**src/hw/rtl/knnv_pkg.sv**
```systemverilog
package knnv_pkg;

  localparam int KNNV_MAX_NEIGHBORS = 16;
  localparam int KNNV_MAX_CLASSES   = 16;
  localparam int KNNV_DIST_WIDTH    = 16;

  localparam int DISTANCE_W  = 16;
  localparam int CLASS_W     = 4;
  localparam int ERR_W       = 16;
  localparam int CFG_DATA_W  = 5;
  localparam int CFG_INDEX_W = 2;

  localparam logic [CFG_INDEX_W-1:0] REG_NEIGHBORS_KEPT = 2'd0;
  localparam logic [CFG_INDEX_W-1:0] REG_CLASS_COUNT    = 2'd1;

  localparam logic [CFG_DATA_W-1:0] NEIGHBORS_KEPT_RESET = 5'd1;
  localparam logic [CFG_DATA_W-1:0] CLASS_COUNT_RESET    = 5'd2;

  localparam logic [ERR_W-1:0] ERR_MAX = '1;

  typedef struct packed {
    logic insert;
    logic snap;
    logic count;
    logic scan;
  } cell_ctrl_t;

  typedef struct packed {
    logic clear;
    logic update;
  } vote_ctrl_t;

endpackage

```
**src/hw/rtl/knnv_tile_if.sv**
```systemverilog
interface knnv_tile_if;
  import knnv_pkg::*;

  logic                  valid;
  logic                  ready;
  logic [DISTANCE_W-1:0] distance;
  logic [CLASS_W-1:0]    tile_class;
  logic                  last_tile;
  logic [CLASS_W-1:0]    query_label;
  logic                  last_query;

  modport source (
    output valid, distance, tile_class, last_tile, query_label, last_query,
    input  ready
  );

  modport sink (
    input  valid, distance, tile_class, last_tile, query_label, last_query,
    output ready
  );

endinterface

```
**src/hw/rtl/knnv_result_if.sv**
```systemverilog
interface knnv_result_if;
  import knnv_pkg::*;

  logic               valid;
  logic               ready;
  logic [CLASS_W-1:0] predicted_class;
  logic               mismatch;
  logic [ERR_W-1:0]   error_total;
  logic               batch_done;

  modport source (
    output valid, predicted_class, mismatch, error_total, batch_done,
    input  ready
  );

  modport sink (
    input  valid, predicted_class, mismatch, error_total, batch_done,
    output ready
  );

endinterface

```
**src/hw/rtl/knnv_cfg_if.sv**
```systemverilog
interface knnv_cfg_if;
  import knnv_pkg::*;

  logic                   valid;
  logic                   ready;
  logic [CFG_INDEX_W-1:0] index;
  logic [CFG_DATA_W-1:0]  data;

  modport source (
    output valid, index, data,
    input  ready
  );

  modport sink (
    input  valid, index, data,
    output ready
  );

endinterface

```
**src/hw/rtl/knnv_cell.sv**
```systemverilog
module knnv_cell #(
  parameter int DW  = 16,
  parameter int VW  = 5,
  parameter int NCW = 5
) (
  input  logic                             clk,
  input  logic                             rst,
  input  knnv_pkg::cell_ctrl_t             ctrl,
  input  logic                             active,
  input  logic [NCW-1:0]                   nc,
  input  logic [DW-1:0]                    d,
  input  logic [knnv_pkg::CLASS_W-1:0]     c,
  input  logic                             taken_in,
  input  logic [DW-1:0]                    left_dist,
  input  logic [knnv_pkg::CLASS_W-1:0]     left_cls,
  input  logic                             left_filled,
  input  logic                             rot_ok_in,
  input  logic [knnv_pkg::CLASS_W-1:0]     rot_cls_in,
  input  logic [VW-1:0]                    rot_cnt_in,
  output logic                             taken_out,
  output logic [DW-1:0]                    slot_dist,
  output logic [knnv_pkg::CLASS_W-1:0]     cls,
  output logic                             filled,
  output logic                             rot_ok,
  output logic [knnv_pkg::CLASS_W-1:0]     rot_cls,
  output logic [VW-1:0]                    rot_cnt
);
  import knnv_pkg::*;

  logic take;
  logic mine;
  logic shift;
  logic hit;

  // The first active slot that is empty or holds a larger distance takes the
  // new tile; every active slot behind it takes its left neighbor's entry.
  assign take      = active && (!filled || (slot_dist > d));
  assign mine      = take && !taken_in;
  assign shift     = active && taken_in;
  assign taken_out = taken_in || take;
  assign hit       = rot_ok && (rot_cls == cls);

  always_ff @(posedge clk) begin
    if (rst) begin
      filled <= 1'b0;
    end else if (ctrl.insert) begin
      if (mine) begin
        filled <= 1'b1;
      end else if (shift) begin
        filled <= left_filled;
      end
    end else if (ctrl.snap) begin
      filled <= 1'b0;
    end
  end

  always_ff @(posedge clk) begin
    if (ctrl.insert) begin
      if (mine) begin
        slot_dist <= d;
        cls       <= c;
      end else if (shift) begin
        slot_dist <= left_dist;
        cls       <= left_cls;
      end
    end else if (ctrl.snap) begin
      slot_dist <= '1;
    end
  end

  // The rotating copy circles the ring once while each slot counts the
  // voters that share its class, then the same registers drain toward the
  // tail of the chain, where the vote unit reads them, carrying the counts.
  always_ff @(posedge clk) begin
    if (ctrl.snap) begin
      rot_ok  <= active && filled && (int'(cls) < int'(nc));
      rot_cls <= cls;
      rot_cnt <= '0;
    end else if (ctrl.count) begin
      rot_ok  <= rot_ok_in;
      rot_cls <= rot_cls_in;
      rot_cnt <= rot_cnt + VW'(hit);
    end else if (ctrl.scan) begin
      rot_ok  <= rot_ok_in;
      rot_cls <= rot_cls_in;
      rot_cnt <= rot_cnt_in;
    end
  end

endmodule

```
**src/hw/rtl/knnv_vote.sv**
```systemverilog
module knnv_vote #(
  parameter int VW = 5
) (
  input  logic                         clk,
  input  knnv_pkg::vote_ctrl_t         ctrl,
  input  logic                         cand_ok,
  input  logic [knnv_pkg::CLASS_W-1:0] cand_cls,
  input  logic [VW-1:0]                cand_cnt,
  output logic [knnv_pkg::CLASS_W-1:0] best_cls
);
  import knnv_pkg::*;

  logic [VW-1:0] best_cnt;
  logic          better;

  // More votes wins; on equal votes the lower class wins. Class 0 with no
  // votes is the starting point, so a query without voters predicts 0.
  assign better = cand_ok &&
                  ((cand_cnt > best_cnt) ||
                   ((cand_cnt == best_cnt) && (cand_cls < best_cls)));

  always_ff @(posedge clk) begin
    if (ctrl.clear) begin
      best_cls <= '0;
      best_cnt <= '0;
    end else if (ctrl.update && better) begin
      best_cls <= cand_cls;
      best_cnt <= cand_cnt;
    end
  end

endmodule

```
**src/hw/rtl/knn_topk_vote_classifier_unit.sv**
```systemverilog
// Sequence: a tile without the last-tile mark is absorbed as it is accepted;
// after a query's last tile come snap, count (one lap of the vote ring), scan
// (one drain) and finish, which loads the result word once the output is free.
// Throughput: one tile per cycle within a query; no tile is taken until then.
// Reset: synchronous, active high; clears the slots, the error count and the
// result valid, and sets neighbors_kept to 1 and class_count to 2.
module knn_topk_vote_classifier_unit #(
  parameter int MAX_NEIGHBORS = knnv_pkg::KNNV_MAX_NEIGHBORS,
  parameter int MAX_CLASSES   = knnv_pkg::KNNV_MAX_CLASSES,
  parameter int DIST_WIDTH    = knnv_pkg::KNNV_DIST_WIDTH
) (
  input  logic          clk,
  input  logic          rst,
  knnv_tile_if.sink     tiles,
  knnv_result_if.source results,
  knnv_cfg_if.sink      cfg
);
  import knnv_pkg::*;

  localparam int N   = MAX_NEIGHBORS;
  localparam int KW  = $clog2(MAX_NEIGHBORS + 1);
  localparam int NCW = $clog2(MAX_CLASSES + 1);
  localparam int VW  = $clog2(MAX_NEIGHBORS + 1);
  localparam int PW  = $clog2(MAX_NEIGHBORS + 1);

  typedef enum logic [4:0] {
    ST_IDLE   = 5'b00001,
    ST_SNAP   = 5'b00010,
    ST_COUNT  = 5'b00100,
    ST_SCAN   = 5'b01000,
    ST_FINISH = 5'b10000
  } state_t;

  state_t state;
  state_t state_next;

  logic [CFG_DATA_W-1:0] neighbors_kept;
  logic [CFG_DATA_W-1:0] class_count;
  logic [KW-1:0]         k_eff;
  logic [NCW-1:0]        nc_eff;

  logic [PW-1:0]      phase;
  logic               phase_end;
  logic [CLASS_W-1:0] q_label;
  logic               q_last;
  logic [ERR_W-1:0]   err;
  logic [ERR_W-1:0]   err_next;
  logic               miss;
  logic               tile_acc;
  logic               load;

  cell_ctrl_t         cctrl;
  vote_ctrl_t         vctrl;
  logic [DIST_WIDTH-1:0] d_in;
  logic [CLASS_W-1:0] best_cls;

  logic                  active   [N];
  logic                  taken    [N];
  logic [DIST_WIDTH-1:0] c_dist   [N];
  logic [CLASS_W-1:0]    c_cls    [N];
  logic                  c_filled [N];
  logic                  r_ok     [N];
  logic [CLASS_W-1:0]    r_cls    [N];
  logic [VW-1:0]         r_cnt    [N];

  // Configuration.
  assign cfg.ready = 1'b1;

  always_ff @(posedge clk) begin
    if (rst) begin
      neighbors_kept <= NEIGHBORS_KEPT_RESET;
      class_count    <= CLASS_COUNT_RESET;
    end else if (cfg.valid && cfg.ready) begin
      unique case (cfg.index)
        REG_NEIGHBORS_KEPT: neighbors_kept <= cfg.data;
        REG_CLASS_COUNT:    class_count    <= cfg.data;
        default: ;
      endcase
    end
  end

  always_comb begin
    if (neighbors_kept == '0) begin
      k_eff = KW'(1);
    end else if (int'(neighbors_kept) > MAX_NEIGHBORS) begin
      k_eff = KW'(MAX_NEIGHBORS);
    end else begin
      k_eff = KW'(neighbors_kept);
    end
    if (class_count == '0) begin
      nc_eff = NCW'(1);
    end else if (int'(class_count) > MAX_CLASSES) begin
      nc_eff = NCW'(MAX_CLASSES);
    end else begin
      nc_eff = NCW'(class_count);
    end
  end

  // Sequencer.
  assign tiles.ready = (state == ST_IDLE);
  assign tile_acc    = tiles.valid && tiles.ready;
  assign phase_end   = (phase == PW'(N - 1));
  assign load        = (state == ST_FINISH) && (!results.valid || results.ready);

  always_comb begin
    state_next = state;
    unique case (state)
      ST_IDLE:   if (tile_acc && tiles.last_tile) state_next = ST_SNAP;
      ST_SNAP:   state_next = ST_COUNT;
      ST_COUNT:  if (phase_end) state_next = ST_SCAN;
      ST_SCAN:   if (phase_end) state_next = ST_FINISH;
      ST_FINISH: if (load) state_next = ST_IDLE;
      default:   state_next = ST_IDLE;
    endcase
  end

  always_ff @(posedge clk) begin
    if (rst) begin
      state <= ST_IDLE;
      phase <= '0;
    end else begin
      state <= state_next;
      if ((state == ST_COUNT || state == ST_SCAN) && !phase_end) begin
        phase <= phase + PW'(1);
      end else begin
        phase <= '0;
      end
    end
  end

  always_ff @(posedge clk) begin
    if (tile_acc && tiles.last_tile) begin
      q_label <= tiles.query_label;
      q_last  <= tiles.last_query;
    end
  end

  assign cctrl.insert = tile_acc;
  assign cctrl.snap   = (state == ST_SNAP);
  assign cctrl.count  = (state == ST_COUNT);
  assign cctrl.scan   = (state == ST_SCAN);
  assign vctrl.clear  = (state == ST_SNAP);
  assign vctrl.update = (state == ST_SCAN);
  assign d_in         = DIST_WIDTH'(tiles.distance);

  // Chain of slots, nearest at index 0.
  for (genvar g = 0; g < N; g++) begin : g_cell
    logic                  t_in;
    logic [DIST_WIDTH-1:0] l_dist;
    logic [CLASS_W-1:0]    l_cls;
    logic                  l_filled;
    logic                  ro_in;
    logic [CLASS_W-1:0]    rc_in;
    logic [VW-1:0]         rn_in;

    assign active[g] = (g < int'(k_eff));

    if (g == 0) begin : g_head
      assign t_in     = 1'b0;
      assign l_dist   = '1;
      assign l_cls    = '0;
      assign l_filled = 1'b0;
      // The ring closes only while counting; while draining, empty words enter.
      assign ro_in    = cctrl.count && r_ok[N-1];
      assign rc_in    = r_cls[N-1];
      assign rn_in    = '0;
    end else begin : g_body
      assign t_in     = taken[g-1];
      assign l_dist   = c_dist[g-1];
      assign l_cls    = c_cls[g-1];
      assign l_filled = c_filled[g-1];
      assign ro_in    = r_ok[g-1];
      assign rc_in    = r_cls[g-1];
      assign rn_in    = r_cnt[g-1];
    end

    knnv_cell #(
      .DW  (DIST_WIDTH),
      .VW  (VW),
      .NCW (NCW)
    ) u_cell (
      .clk         (clk),
      .rst         (rst),
      .ctrl        (cctrl),
      .active      (active[g]),
      .nc          (nc_eff),
      .d           (d_in),
      .c           (tiles.tile_class),
      .taken_in    (t_in),
      .left_dist   (l_dist),
      .left_cls    (l_cls),
      .left_filled (l_filled),
      .rot_ok_in   (ro_in),
      .rot_cls_in  (rc_in),
      .rot_cnt_in  (rn_in),
      .taken_out   (taken[g]),
      .slot_dist   (c_dist[g]),
      .cls         (c_cls[g]),
      .filled      (c_filled[g]),
      .rot_ok      (r_ok[g]),
      .rot_cls     (r_cls[g]),
      .rot_cnt     (r_cnt[g])
    );
  end

  knnv_vote #(
    .VW (VW)
  ) u_vote (
    .clk      (clk),
    .ctrl     (vctrl),
    .cand_ok  (r_ok[N-1]),
    .cand_cls (r_cls[N-1]),
    .cand_cnt (r_cnt[N-1]),
    .best_cls (best_cls)
  );

  // Error count and result word.
  assign miss     = (best_cls != q_label);
  assign err_next = (miss && (err != ERR_MAX)) ? err + ERR_W'(1) : err;

  always_ff @(posedge clk) begin
    if (rst) begin
      err <= '0;
    end else if (load) begin
      err <= q_last ? '0 : err_next;
    end
  end

  always_ff @(posedge clk) begin
    if (rst) begin
      results.valid <= 1'b0;
    end else if (load) begin
      results.valid <= 1'b1;
    end else if (results.ready) begin
      results.valid <= 1'b0;
    end
  end

  always_ff @(posedge clk) begin
    if (load) begin
      results.predicted_class <= best_cls;
      results.mismatch        <= miss;
      results.error_total     <= err_next;
      results.batch_done      <= q_last;
    end
  end

`ifndef SYNTHESIS
  a_last_starts_vote: assert property (@(posedge clk) disable iff (rst)
    (tile_acc && tiles.last_tile) |=> (state == ST_SNAP))
    else $error("last tile did not start the vote");

  a_phase_range: assert property (@(posedge clk) disable iff (rst)
    (int'(phase) < N))
    else $error("phase counter out of range");

  a_load_shows_result: assert property (@(posedge clk) disable iff (rst)
    load |=> (results.valid && state == ST_IDLE))
    else $error("finished vote did not produce a result word");

  a_err_after_batch: assert property (@(posedge clk) disable iff (rst)
    (load && q_last) |=> (err == '0))
    else $error("error count not cleared after the last query");
`endif

endmodule
```
**src/flat_wrapper.sv**
```systemverilog
// flat-port wrapper written by rule: the top's interface ports become plain ports
module knn_topk_vote_classifier_unit_flat import knnv_pkg::*;
#(
  parameter int MAX_NEIGHBORS = knnv_pkg::KNNV_MAX_NEIGHBORS,
  parameter int MAX_CLASSES   = knnv_pkg::KNNV_MAX_CLASSES,
  parameter int DIST_WIDTH    = knnv_pkg::KNNV_DIST_WIDTH
)
  (clk, rst, tiles_valid, tiles_distance, tiles_tile_class, tiles_last_tile, tiles_query_label, tiles_last_query, tiles_ready, results_valid, results_predicted_class, results_mismatch, results_error_total, results_batch_done, results_ready, cfg_valid, cfg_index, cfg_data, cfg_ready);
  knnv_tile_if tiles_i ();
  knnv_result_if results_i ();
  knnv_cfg_if cfg_i ();
  input  logic clk;
  input  logic rst;
  input wire logic [$bits(tiles_i.valid)-1:0] tiles_valid;
  input wire logic [$bits(tiles_i.distance)-1:0] tiles_distance;
  input wire logic [$bits(tiles_i.tile_class)-1:0] tiles_tile_class;
  input wire logic [$bits(tiles_i.last_tile)-1:0] tiles_last_tile;
  input wire logic [$bits(tiles_i.query_label)-1:0] tiles_query_label;
  input wire logic [$bits(tiles_i.last_query)-1:0] tiles_last_query;
  output wire logic [$bits(tiles_i.ready)-1:0] tiles_ready;
  output wire logic [$bits(results_i.valid)-1:0] results_valid;
  output wire logic [$bits(results_i.predicted_class)-1:0] results_predicted_class;
  output wire logic [$bits(results_i.mismatch)-1:0] results_mismatch;
  output wire logic [$bits(results_i.error_total)-1:0] results_error_total;
  output wire logic [$bits(results_i.batch_done)-1:0] results_batch_done;
  input wire logic [$bits(results_i.ready)-1:0] results_ready;
  input wire logic [$bits(cfg_i.valid)-1:0] cfg_valid;
  input wire logic [$bits(cfg_i.index)-1:0] cfg_index;
  input wire logic [$bits(cfg_i.data)-1:0] cfg_data;
  output wire logic [$bits(cfg_i.ready)-1:0] cfg_ready;
  assign tiles_i.valid = tiles_valid;
  assign tiles_i.distance = tiles_distance;
  assign tiles_i.tile_class = tiles_tile_class;
  assign tiles_i.last_tile = tiles_last_tile;
  assign tiles_i.query_label = tiles_query_label;
  assign tiles_i.last_query = tiles_last_query;
  assign tiles_ready = tiles_i.ready;
  assign results_valid = results_i.valid;
  assign results_predicted_class = results_i.predicted_class;
  assign results_mismatch = results_i.mismatch;
  assign results_error_total = results_i.error_total;
  assign results_batch_done = results_i.batch_done;
  assign results_i.ready = results_ready;
  assign cfg_i.valid = cfg_valid;
  assign cfg_i.index = cfg_index;
  assign cfg_i.data = cfg_data;
  assign cfg_ready = cfg_i.ready;
  knn_topk_vote_classifier_unit #(.MAX_NEIGHBORS(MAX_NEIGHBORS), .MAX_CLASSES(MAX_CLASSES), .DIST_WIDTH(DIST_WIDTH)) u_core (.clk(clk), .rst(rst), .tiles(tiles_i), .results(results_i), .cfg(cfg_i));
endmodule
```
**config.mk**
```make
export PLATFORM = sky130hd
export DESIGN_NAME = knn_topk_vote_classifier_unit_flat
export DESIGN_NICKNAME = d
export VERILOG_FILES = /design/src/hw/rtl/knnv_pkg.sv /design/src/hw/rtl/knnv_tile_if.sv /design/src/hw/rtl/knnv_result_if.sv /design/src/hw/rtl/knnv_cfg_if.sv /design/src/hw/rtl/knnv_cell.sv /design/src/hw/rtl/knnv_vote.sv /design/src/hw/rtl/knn_topk_vote_classifier_unit.sv /design/src/flat_wrapper.sv
export SDC_FILE = /design/constraint.sdc
export NUM_CORES = 2
export LEC_CHECK = 0
export BUFFER_PORTS_ARGS = -buffer_cell sky130_fd_sc_hd__buf_2
export CAP_MARGIN = 30
export CORE_MARGIN = 2
export CORE_UTILIZATION = 25
export CTS_CLUSTER_SIZE = 16
export DETAILED_ROUTE_END_ITERATION = 6
export PLACE_DENSITY_LB_ADDON = 0.15
export RECOVER_POWER = 50
export SYNTH_ARGS = -nofsm -noshare
export SYNTH_HDL_FRONTEND = slang
export SYNTH_SLANG_ARGS = --single-unit
export TNS_END_PERCENT = 20
```
**constraint.sdc**
```tcl
create_clock -name clk -period 5.9 [get_ports clk]
set_clock_uncertainty 0.05 [all_clocks]
set_input_delay 1.77 -clock clk [delete_from_list [all_inputs] [get_ports clk]]
set_output_delay 1.77 -clock clk [all_outputs]
set_load 0.02 [all_outputs]
```
==> out/metrics.yaml <==
pin_count: 63
ys_types: 78
whs_path_depth: 1
worstHoldStart: "u_core.phase[0]"
tritoncts: "built"
grt_overflow: 0
insertion_delay_ns: 0.67
syn_avg_cell_area_um2: 10.3
drc: 0
vdd_ir_drop_max_uv: 206
maxSlewHeadroom_pct: -191
violations: "capacitance limit, slew limit"
drt_pass1_iterations: 7
die_y_um: 369
post-place-cells: 5102
layout_commonest_cell: "nand2_1"
reg2reg_depth: 5
grt_pass1_wl_mm: 171
synth_seq_cells: 569
num-fill-cells: 13900
clock.fmax_mhz: 182
cts_buffers: 75
arrival_ns: 5.81
outcome: "finished with violations"
grtUsageMet1_pct: 23.0
worst_ep_required_time_ns: 6.21
core_area_um2: 133000
timing.rr.end: "u_core.g_cell[10].u_cell.slot_dist[7]"
synthesis.nets: 3639
power.density_nw_per_um2: 253
vias: 25600
worst_path_most_repeated_cell: "buf_4"
grt.busiest_layer: "met2"
rrSetupSlack_ns: 0.84
hold_buffers: 0
reg2reg_from: "u_core.state[3]"
most-common-layout-cells: "631 x nand2_1, 427 x edfxtp_1, 347 x ha_1"
syn2layout_area_growth_pct: 17.8
final.period_utilization_pct: 93.3
drv_cap: 7
synthFlopType: "edfxtp_1"
htreeDepth: 3
cp_cell_sequence: "buf_2 > clkinv_1 > clkbuf_1 > ha_1 > nand4_1 > nor2_1 > a2111o_1 > o31ai_1 > and3_1 > buf_4 > nand4_4 > nor3_2 > buf_4 > mux2i_1 > nand2_1"
clk_path_buf_depth: 3
holdPathEnd: "u_core.phase[0]"
worstSetupEndpointType: "register"
yosysWarnings: 0
cts_setup_buffers: 0
grtUsageMet2_pct: 27.1
grt_pass1_vias: 25700
grt_usage_pct: 16.7
clockRootBuffer: "clkbuf_16"
max_stage_delay_ns: 0.53
syn_inst: 3254
synthesis.area_um2: 33400
dpl-instance-area_um2: 37300
post_drt_via_cell_ratio: 4.88
die_w_um: 369
drt-total-wl_mm: 114
finalWeightedCongestion: 0.813
crit_type: "in2reg"
drt_iter0_markers: 1816
die_area_um2: 136000
start_util_pct: 25.1
num_rows: 134
hold_viol_final: 0
ant_nets: 0
final_max_slew_viol_count: 407
cts_sinks: 569
synthArstFlopShare_pct: 0
crit_path_start_kind: "input port"
rsz0062_at_grt: "false"
final_area_um2: 39300
final_layout_size_suffix_gt1_share_pct: 10.9
routedWlPerCell_um: 21.8
synth_area_leader_cell: "edfxtp_1"
synthTopCellsByArea: "edfxtp_1 38%, ha_1 13%, dfxtp_1 8.5%, nand2_1 7.1%, mux2i_1 3.9%"
layout.cells.non_filler: 5238
fin_nets: 3796
worst_pin_slew_ns: 4.37
hpwl_mm: 82.2
cp_slowest_cell: "nor3_2"
critical_path.max_fanout: 16
io_buffers: 61
grt_max_degree: 95
setup_viol: 0
hold_class: "reg2reg"
finalCriticalPeriod_ns: 5.50
grtUsageMet3_pct: 2.51
yosysTopAreaCellShare_pct: 38.4
antenna_found_initial: 1
synth_edf_count: 427
p_leak_nw: 14.6
ctsResizeCount: 0
ys_seq_area_share_pct: 46.9
clk_pin_slew_worst_paths_ns: 0.05
==> cells by family after synthesis <==
kind of cell             share of synthesized area, %
adder cells (fa/ha/maj)                          13.0
other                                          0.0112
multiplexers                                     5.99
flip-flops                                       46.9
AO/OA/AOI/OAI                                    13.1
XOR/XNOR                                         2.23
AND/OR/NAND/NOR                                  15.7
buffers and inverters                            2.99
==> where the power goes <==
group / internal (W) / leakage (nW) / switching [W]
registers: 0.00444 / 4.88 / 0.0000933
logic: 0.000392 / 8.65 / 0.000712
clock network: 0.00244 / 1.10 / 0.00188
total: 0.00727 / 14.6 / 0.00268
==> area by class of cell <==
type | instances | area (µm²) | share of cell area [%]
Tap cell | 1768 | 2210 | 5.62
Antenna cell | 3 | 7.51 | 0.0191
Multi-Input combinational cell | 2432 | 16800 | 42.6
Clock buffer | 105 | 2070 | 5.26
Inverter | 82 | 310 | 0.789
Sequential cell | 569 | 15700 | 39.8
Clock inverter | 28 | 169 | 0.429
Timing Repair Buffer | 251 | 2130 | 5.41
==> registers in the layout (all words and copies together), names as in the netlist, 5 cells and up <==
name	count
u_core.g_cell.u_cell.cls	64
u_core.u_vote.best_cnt	5
u_core.results.error_total	16
u_core.g_cell.u_cell.slot_dist	256
u_core.phase	5
u_core.err	16
u_core.g_cell.u_cell.rot_cnt	80
u_core.class_count	5
u_core.neighbors_kept	5
u_core.g_cell.u_cell.filled	16
u_core.g_cell.u_cell.rot_ok	16
u_core.state	5
u_core.g_cell.u_cell.rot_cls	64
==> metrics by stage <==
stage	utilization [%]	setup slack (ns)	total power [W]	setup TNS, ns	hold slack (ns)
2_1_floorplan	-	0.00102	0.00522	0	0.368
3_3_place_gp	28.0	-0.102	0.00574	-2.24	0.387
3_5_place_dp	28.0	-0.0541	0.00573	-0.171	0.391
4_1_cts	29.7	0.667	0.0101	0	0.398
5_1_grt	29.6	0.220	0.0104	0	0.414
6_report	29.6	0.395	0.00996	0	0.397
==> critical path, delay by kind of cell <==
family / cells / cell delay, ns
buffers and inverters: 5 / 1.25
multiplexers: 1 / 0.25
adder cells (fa/ha/maj): 1 / 0.36
AO/OA/AOI/OAI: 2 / 0.79
AND/OR/NAND/NOR: 6 / 1.36
==> metal layers <==
layer,vias up,routed length [µm]
met1,12600,54800
li1,12500,-
met3,145,4000
met4,2,2690
met5,-,13
met2,384,52900
==> cells in the mapped netlist, types with 55 or more instances <==
library cell	instances
ha_1	347
a21oi_1	163
o211ai_1	97
dfxtp_1	142
nor2_1	130
edfxtp_1	427
nand4_1	55
mux2i_1	130
xor2_1	56
nand2_1	631
o21ai_0	150
nand3_1	79
clkbuf_1	143
inv_1	67
==> worst max-delay path by stage <==
stage / startpoint / endpoint / slack [ns] / cells after the start
2_1_floorplan: tiles_distance[13] / u_core.g_cell[15].u_cell.slot_dist[0] / 0.001 / 13
3_3_place_gp: tiles_distance[11] / u_core.g_cell[12].u_cell.slot_dist[9] / -0.10 / 17
3_5_place_dp: tiles_distance[11] / u_core.g_cell[12].u_cell.slot_dist[9] / -0.05 / 17
4_1_cts: tiles_distance[11] / u_core.g_cell[12].u_cell.slot_dist[9] / 0.67 / 17
5_1_grt: tiles_distance[11] / u_core.g_cell[12].u_cell.slot_dist[3] / 0.22 / 15
6_report: tiles_distance[11] / u_core.g_cell[12].u_cell.slot_dist[3] / 0.40 / 15
(Power assumes the default switching activity.)
